## config.mk

```make
export PLATFORM = sky130hd
export DESIGN_NAME = decimal96_scale_align
export DESIGN_NICKNAME = d
export VERILOG_FILES = /design/src/rtl/dsa_pkg.sv /design/src/rtl/dsa_ctrl.sv /design/src/rtl/dsa_datapath.sv /design/src/rtl/decimal96_scale_align.sv
export SDC_FILE = /design/constraint.sdc
export NUM_CORES = 1
export LEC_CHECK = 0
export ABC_CLOCK_PERIOD_IN_PS = 14900
export BUFFER_PORTS_ARGS = -buffer_cell sky130_fd_sc_hd__buf_4
export CORE_UTILIZATION = 61
export DETAILED_ROUTE_END_ITERATION = 6
export PLACE_DENSITY_LB_ADDON = 0.25
export SLEW_MARGIN = 10
export SYNTH_ARGS = -nofsm -noshare
export SYNTH_HDL_FRONTEND = slang
export SYNTH_SLANG_ARGS = --single-unit
```

## constraint.sdc

```tcl
create_clock -name clk -period 14.9 [get_ports clk]
set_input_delay 2.235 -clock clk [delete_from_list [all_inputs] [get_ports clk]]
set_output_delay 2.235 -clock clk [all_outputs]
set_load 0.01 [all_outputs]
```

## src/rtl/dsa_pkg.sv

```systemverilog
// ----------------------------------------------------------------------------
// dsa_pkg
// shared widths, controller states and the command/status bundles
// ----------------------------------------------------------------------------
package dsa_pkg;

    localparam int WORD_W        = 32;
    localparam int MANT_W        = 3 * WORD_W;
    localparam int SCALE_W       = 5;
    localparam int MAX_SCALE_DEF = 28;
    localparam int DIV_WORDS     = MANT_W / WORD_W;
    localparam int DIV_CNT_W     = $clog2(DIV_WORDS);
    localparam int REM_W         = 4;

    typedef enum logic [1:0] {
        ST_IDLE,
        ST_MUL,
        ST_DIV,
        ST_DONE
    } dsa_state_t;

    typedef struct packed {
        logic load;
        logic mul_step;
        logic div_step;
    } dsa_cmd_t;

    typedef struct packed {
        logic differ;
        logic fits;
        logic div_last;
    } dsa_status_t;

endpackage

```

## src/rtl/dsa_ctrl.sv

```systemverilog
// ----------------------------------------------------------------------------
// dsa_ctrl
// sequencer: load, multiply-by-ten steps, word-serial divide-by-ten steps, emit
// ----------------------------------------------------------------------------
module dsa_ctrl (
    input  logic                 clk,
    input  logic                 rst_n,
    input  logic                 start,
    input  dsa_pkg::dsa_status_t status,
    output dsa_pkg::dsa_cmd_t    cmd,
    output logic                 busy,
    output logic                 done
);
    import dsa_pkg::*;

    dsa_state_t state_reg;
    dsa_state_t state_next;

    always_ff @(posedge clk or negedge rst_n)
    begin
        if (!rst_n)
        begin
            state_reg <= ST_IDLE;
        end
        else
        begin
            state_reg <= state_next;
        end
    end

    always_comb
    begin
        state_next = state_reg;
        case (state_reg)
            ST_IDLE:
            begin
                if (start)
                begin
                    state_next = ST_MUL;
                end
            end
            ST_MUL:
            begin
                if (!status.differ)
                begin
                    state_next = ST_DONE;
                end
                else if (!status.fits)
                begin
                    state_next = ST_DIV;
                end
            end
            ST_DIV:
            begin
                if (!status.differ)
                begin
                    state_next = ST_DONE;
                end
            end
            ST_DONE:
            begin
                state_next = ST_IDLE;
            end
            default:
            begin
                state_next = ST_IDLE;
            end
        endcase
    end

    always_comb
    begin
        cmd  = '0;
        busy = 1'b1;
        done = 1'b0;
        case (state_reg)
            ST_IDLE:
            begin
                busy     = 1'b0;
                cmd.load = start;
            end
            ST_MUL:
            begin
                cmd.mul_step = status.differ & status.fits;
            end
            ST_DIV:
            begin
                cmd.div_step = status.differ;
            end
            ST_DONE:
            begin
                done = 1'b1;
            end
            default:
            begin
                busy = 1'b1;
            end
        endcase
    end

endmodule

```

## src/rtl/dsa_datapath.sv

```systemverilog
// ----------------------------------------------------------------------------
// dsa_datapath
// operand registers, shift-add multiply by ten, word-serial divide by ten
// ----------------------------------------------------------------------------
module dsa_datapath #(
    parameter int MAX_SCALE = dsa_pkg::MAX_SCALE_DEF
) (
    input  logic                         clk,
    input  logic                         rst_n,
    input  dsa_pkg::dsa_cmd_t            cmd,
    output dsa_pkg::dsa_status_t         status,
    input  logic [dsa_pkg::MANT_W-1:0]   a_in,
    input  logic [dsa_pkg::SCALE_W-1:0]  a_scale_in,
    input  logic [dsa_pkg::MANT_W-1:0]   b_in,
    input  logic [dsa_pkg::SCALE_W-1:0]  b_scale_in,
    output logic [dsa_pkg::MANT_W-1:0]   a_out,
    output logic [dsa_pkg::MANT_W-1:0]   b_out,
    output logic [dsa_pkg::SCALE_W-1:0]  scale_out,
    output logic [dsa_pkg::SCALE_W-1:0]  dropped_out
);
    import dsa_pkg::*;

    localparam logic [SCALE_W-1:0] MAX_S = SCALE_W'(MAX_SCALE);
    localparam logic [DIV_CNT_W-1:0] LAST_WORD = DIV_CNT_W'(DIV_WORDS - 1);
    // 2^32 = 10 * WRAP_QUO + WRAP_REM
    localparam logic [WORD_W:0]   WRAP_REM = (WORD_W + 1)'(6);
    localparam logic [WORD_W-1:0] WRAP_QUO = 32'h1999_9999;
    // ceil(2^36 / 10), exact for numerators below 2^34
    localparam logic [WORD_W:0]   RECIP    = 33'h1_9999_999A;
    localparam int                RECIP_SH = WORD_W + 4;

    logic [MANT_W-1:0]    lo_reg;
    logic [MANT_W-1:0]    hi_reg;
    logic                 lo_is_a_reg;
    logic [SCALE_W-1:0]   lo_scale_reg;
    logic [SCALE_W-1:0]   hi_scale_reg;
    logic [SCALE_W-1:0]   dropped_reg;
    logic [REM_W-1:0]     rem_reg;
    logic [DIV_CNT_W-1:0] cnt_reg;

    logic [SCALE_W-1:0]   a_sc;
    logic [SCALE_W-1:0]   b_sc;
    logic                 a_lower;
    logic [MANT_W+3:0]    prod;
    logic [WORD_W-1:0]    q_word;
    logic [REM_W-1:0]     rem_next;

    // one long-division digit: (rem_in * 2^32 + d_in) / 10
    function automatic logic [REM_W+WORD_W-1:0] div_word(
        input logic [REM_W-1:0]  rem_in,
        input logic [WORD_W-1:0] d_in
    );
        logic [WORD_W:0]     t;
        logic [2*WORD_W+1:0] p;
        logic [WORD_W:0]     qt;
        logic [WORD_W-1:0]   q;
        logic [WORD_W:0]     r;
        t  = {1'b0, d_in} + ({{(WORD_W - REM_W + 1){1'b0}}, rem_in} * WRAP_REM);
        p  = {{(WORD_W + 1){1'b0}}, t} * {{(WORD_W + 1){1'b0}}, RECIP};
        qt = p[RECIP_SH +: WORD_W + 1];
        q  = qt[WORD_W-1:0] + ({{(WORD_W - REM_W){1'b0}}, rem_in} * WRAP_QUO);
        r  = t - ((qt << 3) + (qt << 1));
        return {r[REM_W-1:0], q};
    endfunction

    assign a_sc    = (a_scale_in > MAX_S) ? MAX_S : a_scale_in;
    assign b_sc    = (b_scale_in > MAX_S) ? MAX_S : b_scale_in;
    assign a_lower = a_sc < b_sc;

    assign prod = ({4'b0, lo_reg} << 1) + ({4'b0, lo_reg} << 3);
    assign {rem_next, q_word} = div_word(rem_reg, hi_reg[MANT_W-1 -: WORD_W]);

    assign status.differ   = lo_scale_reg != hi_scale_reg;
    assign status.fits     = prod[MANT_W+3:MANT_W] == 4'b0;
    assign status.div_last = cnt_reg == LAST_WORD;

    // control and count registers
    always_ff @(posedge clk or negedge rst_n)
    begin
        if (!rst_n)
        begin
            lo_is_a_reg  <= 1'b0;
            lo_scale_reg <= '0;
            hi_scale_reg <= '0;
            dropped_reg  <= '0;
            rem_reg      <= '0;
            cnt_reg      <= '0;
        end
        else if (cmd.load)
        begin
            lo_is_a_reg  <= a_lower;
            lo_scale_reg <= a_lower ? a_sc : b_sc;
            hi_scale_reg <= a_lower ? b_sc : a_sc;
            dropped_reg  <= '0;
            rem_reg      <= '0;
            cnt_reg      <= '0;
        end
        else if (cmd.mul_step)
        begin
            lo_scale_reg <= lo_scale_reg + 1'b1;
        end
        else if (cmd.div_step)
        begin
            if (status.div_last)
            begin
                cnt_reg      <= '0;
                rem_reg      <= '0;
                hi_scale_reg <= hi_scale_reg - 1'b1;
                dropped_reg  <= dropped_reg + 1'b1;
            end
            else
            begin
                cnt_reg <= cnt_reg + 1'b1;
                rem_reg <= rem_next;
            end
        end
    end

    // mantissa registers
    always_ff @(posedge clk)
    begin
        if (cmd.load)
        begin
            lo_reg <= a_lower ? a_in : b_in;
            hi_reg <= a_lower ? b_in : a_in;
        end
        else if (cmd.mul_step)
        begin
            lo_reg <= prod[MANT_W-1:0];
        end
        else if (cmd.div_step)
        begin
            // quotient words shift in as dividend words shift out
            hi_reg <= {hi_reg[MANT_W-WORD_W-1:0], q_word};
        end
    end

    assign a_out       = lo_is_a_reg ? lo_reg : hi_reg;
    assign b_out       = lo_is_a_reg ? hi_reg : lo_reg;
    assign scale_out   = lo_scale_reg;
    assign dropped_out = dropped_reg;

endmodule

```

## src/rtl/decimal96_scale_align.sv

```systemverilog
// ----------------------------------------------------------------------------
// decimal96_scale_align
// brings two unsigned 96-bit decimal mantissas to one common scale
// ----------------------------------------------------------------------------
//  channel   | strobe / hold   | payload
//  ----------+-----------------+-------------------------------------------
//  command   | start, busy     | a_*_word, a_scale, b_*_word, b_scale
//  result    | done            | a_*_out, b_*_out, common_scale, digits_dropped
//
//  a transaction is taken when start is high and busy is low; busy stays high
//  until the result has been shown. the sequencer runs multiply-by-ten steps
//  and, once the product no longer fits, divide-by-ten steps; the word-serial
//  divider yields one 32-bit quotient word a cycle. the next transaction can
//  be taken once the sequencer has returned to idle after done. done is high
//  for one cycle with the result; the receiver cannot stall. rst_n clears the
//  sequencer asynchronously.
// ----------------------------------------------------------------------------
module decimal96_scale_align #(
    parameter int MAX_SCALE = dsa_pkg::MAX_SCALE_DEF
) (
    input  logic                          clk,
    input  logic                          rst_n,
    input  logic                          start,
    output logic                          busy,
    input  logic [dsa_pkg::WORD_W-1:0]    a_low_word,
    input  logic [dsa_pkg::WORD_W-1:0]    a_mid_word,
    input  logic [dsa_pkg::WORD_W-1:0]    a_high_word,
    input  logic [dsa_pkg::SCALE_W-1:0]   a_scale,
    input  logic [dsa_pkg::WORD_W-1:0]    b_low_word,
    input  logic [dsa_pkg::WORD_W-1:0]    b_mid_word,
    input  logic [dsa_pkg::WORD_W-1:0]    b_high_word,
    input  logic [dsa_pkg::SCALE_W-1:0]   b_scale,
    output logic                          done,
    output logic [dsa_pkg::WORD_W-1:0]    a_low_out,
    output logic [dsa_pkg::WORD_W-1:0]    a_mid_out,
    output logic [dsa_pkg::WORD_W-1:0]    a_high_out,
    output logic [dsa_pkg::WORD_W-1:0]    b_low_out,
    output logic [dsa_pkg::WORD_W-1:0]    b_mid_out,
    output logic [dsa_pkg::WORD_W-1:0]    b_high_out,
    output logic [dsa_pkg::SCALE_W-1:0]   common_scale,
    output logic [dsa_pkg::SCALE_W-1:0]   digits_dropped
);
    import dsa_pkg::*;

    dsa_cmd_t          cmd;
    dsa_status_t       status;
    logic [MANT_W-1:0] a_mant;
    logic [MANT_W-1:0] b_mant;

    dsa_ctrl u_ctrl (
        .clk    (clk),
        .rst_n  (rst_n),
        .start  (start),
        .status (status),
        .cmd    (cmd),
        .busy   (busy),
        .done   (done)
    );

    dsa_datapath #(
        .MAX_SCALE (MAX_SCALE)
    ) u_datapath (
        .clk         (clk),
        .rst_n       (rst_n),
        .cmd         (cmd),
        .status      (status),
        .a_in        ({a_high_word, a_mid_word, a_low_word}),
        .a_scale_in  (a_scale),
        .b_in        ({b_high_word, b_mid_word, b_low_word}),
        .b_scale_in  (b_scale),
        .a_out       (a_mant),
        .b_out       (b_mant),
        .scale_out   (common_scale),
        .dropped_out (digits_dropped)
    );

    assign a_low_out  = a_mant[WORD_W-1:0];
    assign a_mid_out  = a_mant[2*WORD_W-1:WORD_W];
    assign a_high_out = a_mant[MANT_W-1:2*WORD_W];
    assign b_low_out  = b_mant[WORD_W-1:0];
    assign b_mid_out  = b_mant[2*WORD_W-1:WORD_W];
    assign b_high_out = b_mant[MANT_W-1:2*WORD_W];

endmodule

```

==> impl_results.md <==
* Compound-gate portion of the synthesized area at 19.5%
* Synth Area in Simple Gates at 19.1%
* Critical Path AT at 5.87 ns
* Gate count after technology mapping at 2258
* Root buffer cell: clkbuf_16
* # IOs at 409
* Total power at 1.38 mW
* Slew HR at 23.0%
* TritonCTS Sinks at 212
* DR WL/cell at 23.2 microns
* Clk_lat worst skew at 0.55 ns
* Routed wire length at 69.0 mm
* Crit end category: flip-flop
* Final Hold Viols at 0
* Final net count at 2863
* Worst-path clk slew at 0.06 ns
* Starting Density at 61.9%
* Top-count cell post-synth: nand2_1
* GRT overflow at 0
* Core Rows at 64
* Syn Nets at 2570
* Min Tclk post-route at 5.72 ns
* Yosys synthesis warning count at 0
* PortBufs at 408
* CP max FO at 72
* GRT Total Usage at 41.8%
* Worst Min Path Start: u_datapath.cnt_reg[1]$_DFFE_PN0P_
* Setup Skew at 0.0142 ns
* Post-Synth XOR/XNOR Area at 4.57%
* DP HPWL at 52.7 mm
* Leakage at 9.13 nW
* Resized cells post-CTS at 0
* Synth top area share at 30.5%
* Leading area contributor after synthesis: edfxtp_1
* Synth Flop Type: edfxtp_1
* Placement Setup Slack at 9.26 ns
* First drt pass iteration count at 6
* Layout cells sized above 1 at 26.7%
* Main combinational cell family by area after synthesis: compound AO/OA/AOI/OAI gates
* Via/cell ratio at 6.54
* Max VDD drop at 0.0000952 V
* Placer Congestion at 0.994
* Max cap viols at 0
* Hold buffer count at cts at 0
* Post-DRT Antenna Nets at 0
* Endpoint, Worst Hold: u_datapath.cnt_reg[1]$_DFFE_PN0P_
* Startpoint Class: flip-flop
* Reg2reg start: u_datapath.lo_reg[33]$_DFFE_PP_
* Core area at 0.0306 sq mm
* Max Slew Vio Count at 0
* Setup tns final at 0 ns
* Register area share after synthesis at 33.1%
* Setup WS post-layout at 9.18 ns
* CTS Buffer Depth at 3
* Largest net degree at the start of global routing at 102
* Post-synthesis mux area share at 12.5%
* Number of synthesized flops with an enable pin at 192
* Most common library cells after synthesis: 483 x nand2_1, 214 x nor2_1, 192 x edfxtp_1, 192 x mux2_2, 174 x a21oi_1
* Cell area after synthesis at 0.0189 sq mm
* Fin crit share at 38.4%
* Post-CTS Setup Inserts at 0
* Cell Pwr Density at 60.6 mW/mm^2
* Final setup viols at 0
* TritonCTS clock tree: yes
* Initial DRC count at 2118
* Synth cell types at 87
* DR vias at 19400
* Status: completed
* Hold Path Stages at 2
* Asr flop ratio synth at 9.43%
* Worst slew pin tran at 1.15 ns
* First-pass GRT wire length at 100 mm
* Post-Synth Adder-Cell Area at 7.11%
* F_max at 0.175 GHz
* Reg2reg path depth at 13
* Vias in the first global route at 17900
* Critical setup path kind: flip-flop to flip-flop
* Die height at 178 microns
* Area Growth Syn to Fin at 20.2%
* Die area at 0.0317 sq mm
* DRC at 0
* CTS Buf Count at 24
* Placed Cells at 2921
* R2r endpoint: u_datapath.hi_reg[35]$_DFFE_PP_
* Final cell count without fillers at 2969
* Top cells by area, synth: edfxtp_1 30%, mux2_2 11%, nand2_1 9.6%
* Flops & latches, synth at 212
* Htree depth at 1
* Avg Synthesized Cell Area at 8.38 sq um
* Initial antenna violation count at 6
* Horiz. Die Dim at 178 microns
* Reg2reg setup slack at 9.18 ns
* RSZ-0062 raised after global routing: no
* CP required at 15.05 ns
* Worst Hold Class: flip-flop to flip-flop
kinds of logic (layout without fill, tap and decap cells):
| logic type | Yosys count | in the layout |
|---|---|---|
| AOI/OAI and AO/OA | 588 | 588 |
| other | 0 | 5 |
| muxes | 212 | 212 |
| xor gates and xnor gates | 98 | 98 |
| DFF | 212 | 212 |
| and+or+nand+nor | 857 | 857 |
| buffers and inverters | 184 | 494 |
| adders and majority gates | 107 | 107 |
cell usage in the layout, fill, tap and decap left out, drive strengths merged, types with 4 or more instances in the layout:
cell type	instances
buf	420
mux2	194
or3	10
a21oi	179
and2	12
edfxtp	192
and4	4
a31oi	152
inv	32
a211o	6
o21ai	92
a31o	5
o21bai	18
o211ai	13
mux2i	18
nor3	18
clkinv	6
clkbuf	32
a311oi	4
a211oi	11
dfrtp	20
o21a	12
a21o	48
a21boi	6
nand3b	4
nand2	485
nand2b	7
nor2	214
and3	10
nand3	27
o31ai	10
ha	106
nor4	7
nand4	35
nor2b	9
diode	5
xnor2	60
xor2	38
layer usage:
layer	GRT usage [%]	vias up	wire (microns)
met5	0	-	9
met4	23.6	2	4180
met3	5.71	223	7020
met2	70.9	1315	32800
met1	50.9	9089	25100
li1	-	8802	-
worst max path at each step:
| stage | start | end | slack (ns) |
|---|---|---|---|
| final | u_datapath.lo_reg[33]$_DFFE_PP_ | u_datapath.hi_reg[35]$_DFFE_PP_ | 9.18 |
| after global routing | u_datapath.lo_reg[33]$_DFFE_PP_ | u_datapath.hi_reg[70]$_DFFE_PP_ | 8.99 |
| after CTS | u_datapath.lo_reg[33]$_DFFE_PP_ | u_datapath.hi_reg[28]$_DFFE_PP_ | 9.25 |
| after detailed placement | u_datapath.lo_reg[33]$_DFFE_PP_ | u_datapath.hi_reg[29]$_DFFE_PP_ | 9.26 |
| after global placement | u_datapath.lo_reg[33]$_DFFE_PP_ | u_datapath.hi_reg[33]$_DFFE_PP_ | 9.43 |
| after floorplan | start | u_datapath.lo_reg[0]$_SDFFCE_PN0P_ | 8.98 |
layout make-up:
class,count,area [sq um]
multi-input combinational,1862,11900
fill,2173,7840
sequential,212,6270
timing repair buffer,420,3150
clock buffer,32,662
tap,396,495
inverter,31,116
clock inverter,11,103
antenna,5,12.5
critical path, cell delays in order (launching register included):
cell,delay [ns]
edfxtp_1,0.46
ha_1,0.48
nand4_1,0.23
nor4b_1,0.58
nand2_1,0.12
a31oi_1,0.20
a211oi_2,0.08
o21ai_2,0.33
a31oi_4,0.18
nor4_1,0.49
mux2_4,0.39
a21oi_1,0.32
or2_4,0.43
buf_4,0.91
metrics by stage:
step	utilization, %	hold slack (ns)	cell area [sq um]
6_report	74.4	0.598	22800
2_1_floorplan	-	0.532	18900
3_3_place_gp	71.8	0.554	22000
4_1_cts	74.3	0.592	22700
3_5_place_dp	71.8	0.573	22000
5_1_grt	74.4	0.612	22800
power breakdown:
| group | switching, mW | internal (mW) |
|---|---|---|
| clock | 0.259 | 0.331 |
| combinational | 0.0890 | 0.0600 |
| sequential | 0 | 0.639 |
| total | 0.348 | 1.03 |
(Power assumes the default switching activity.)
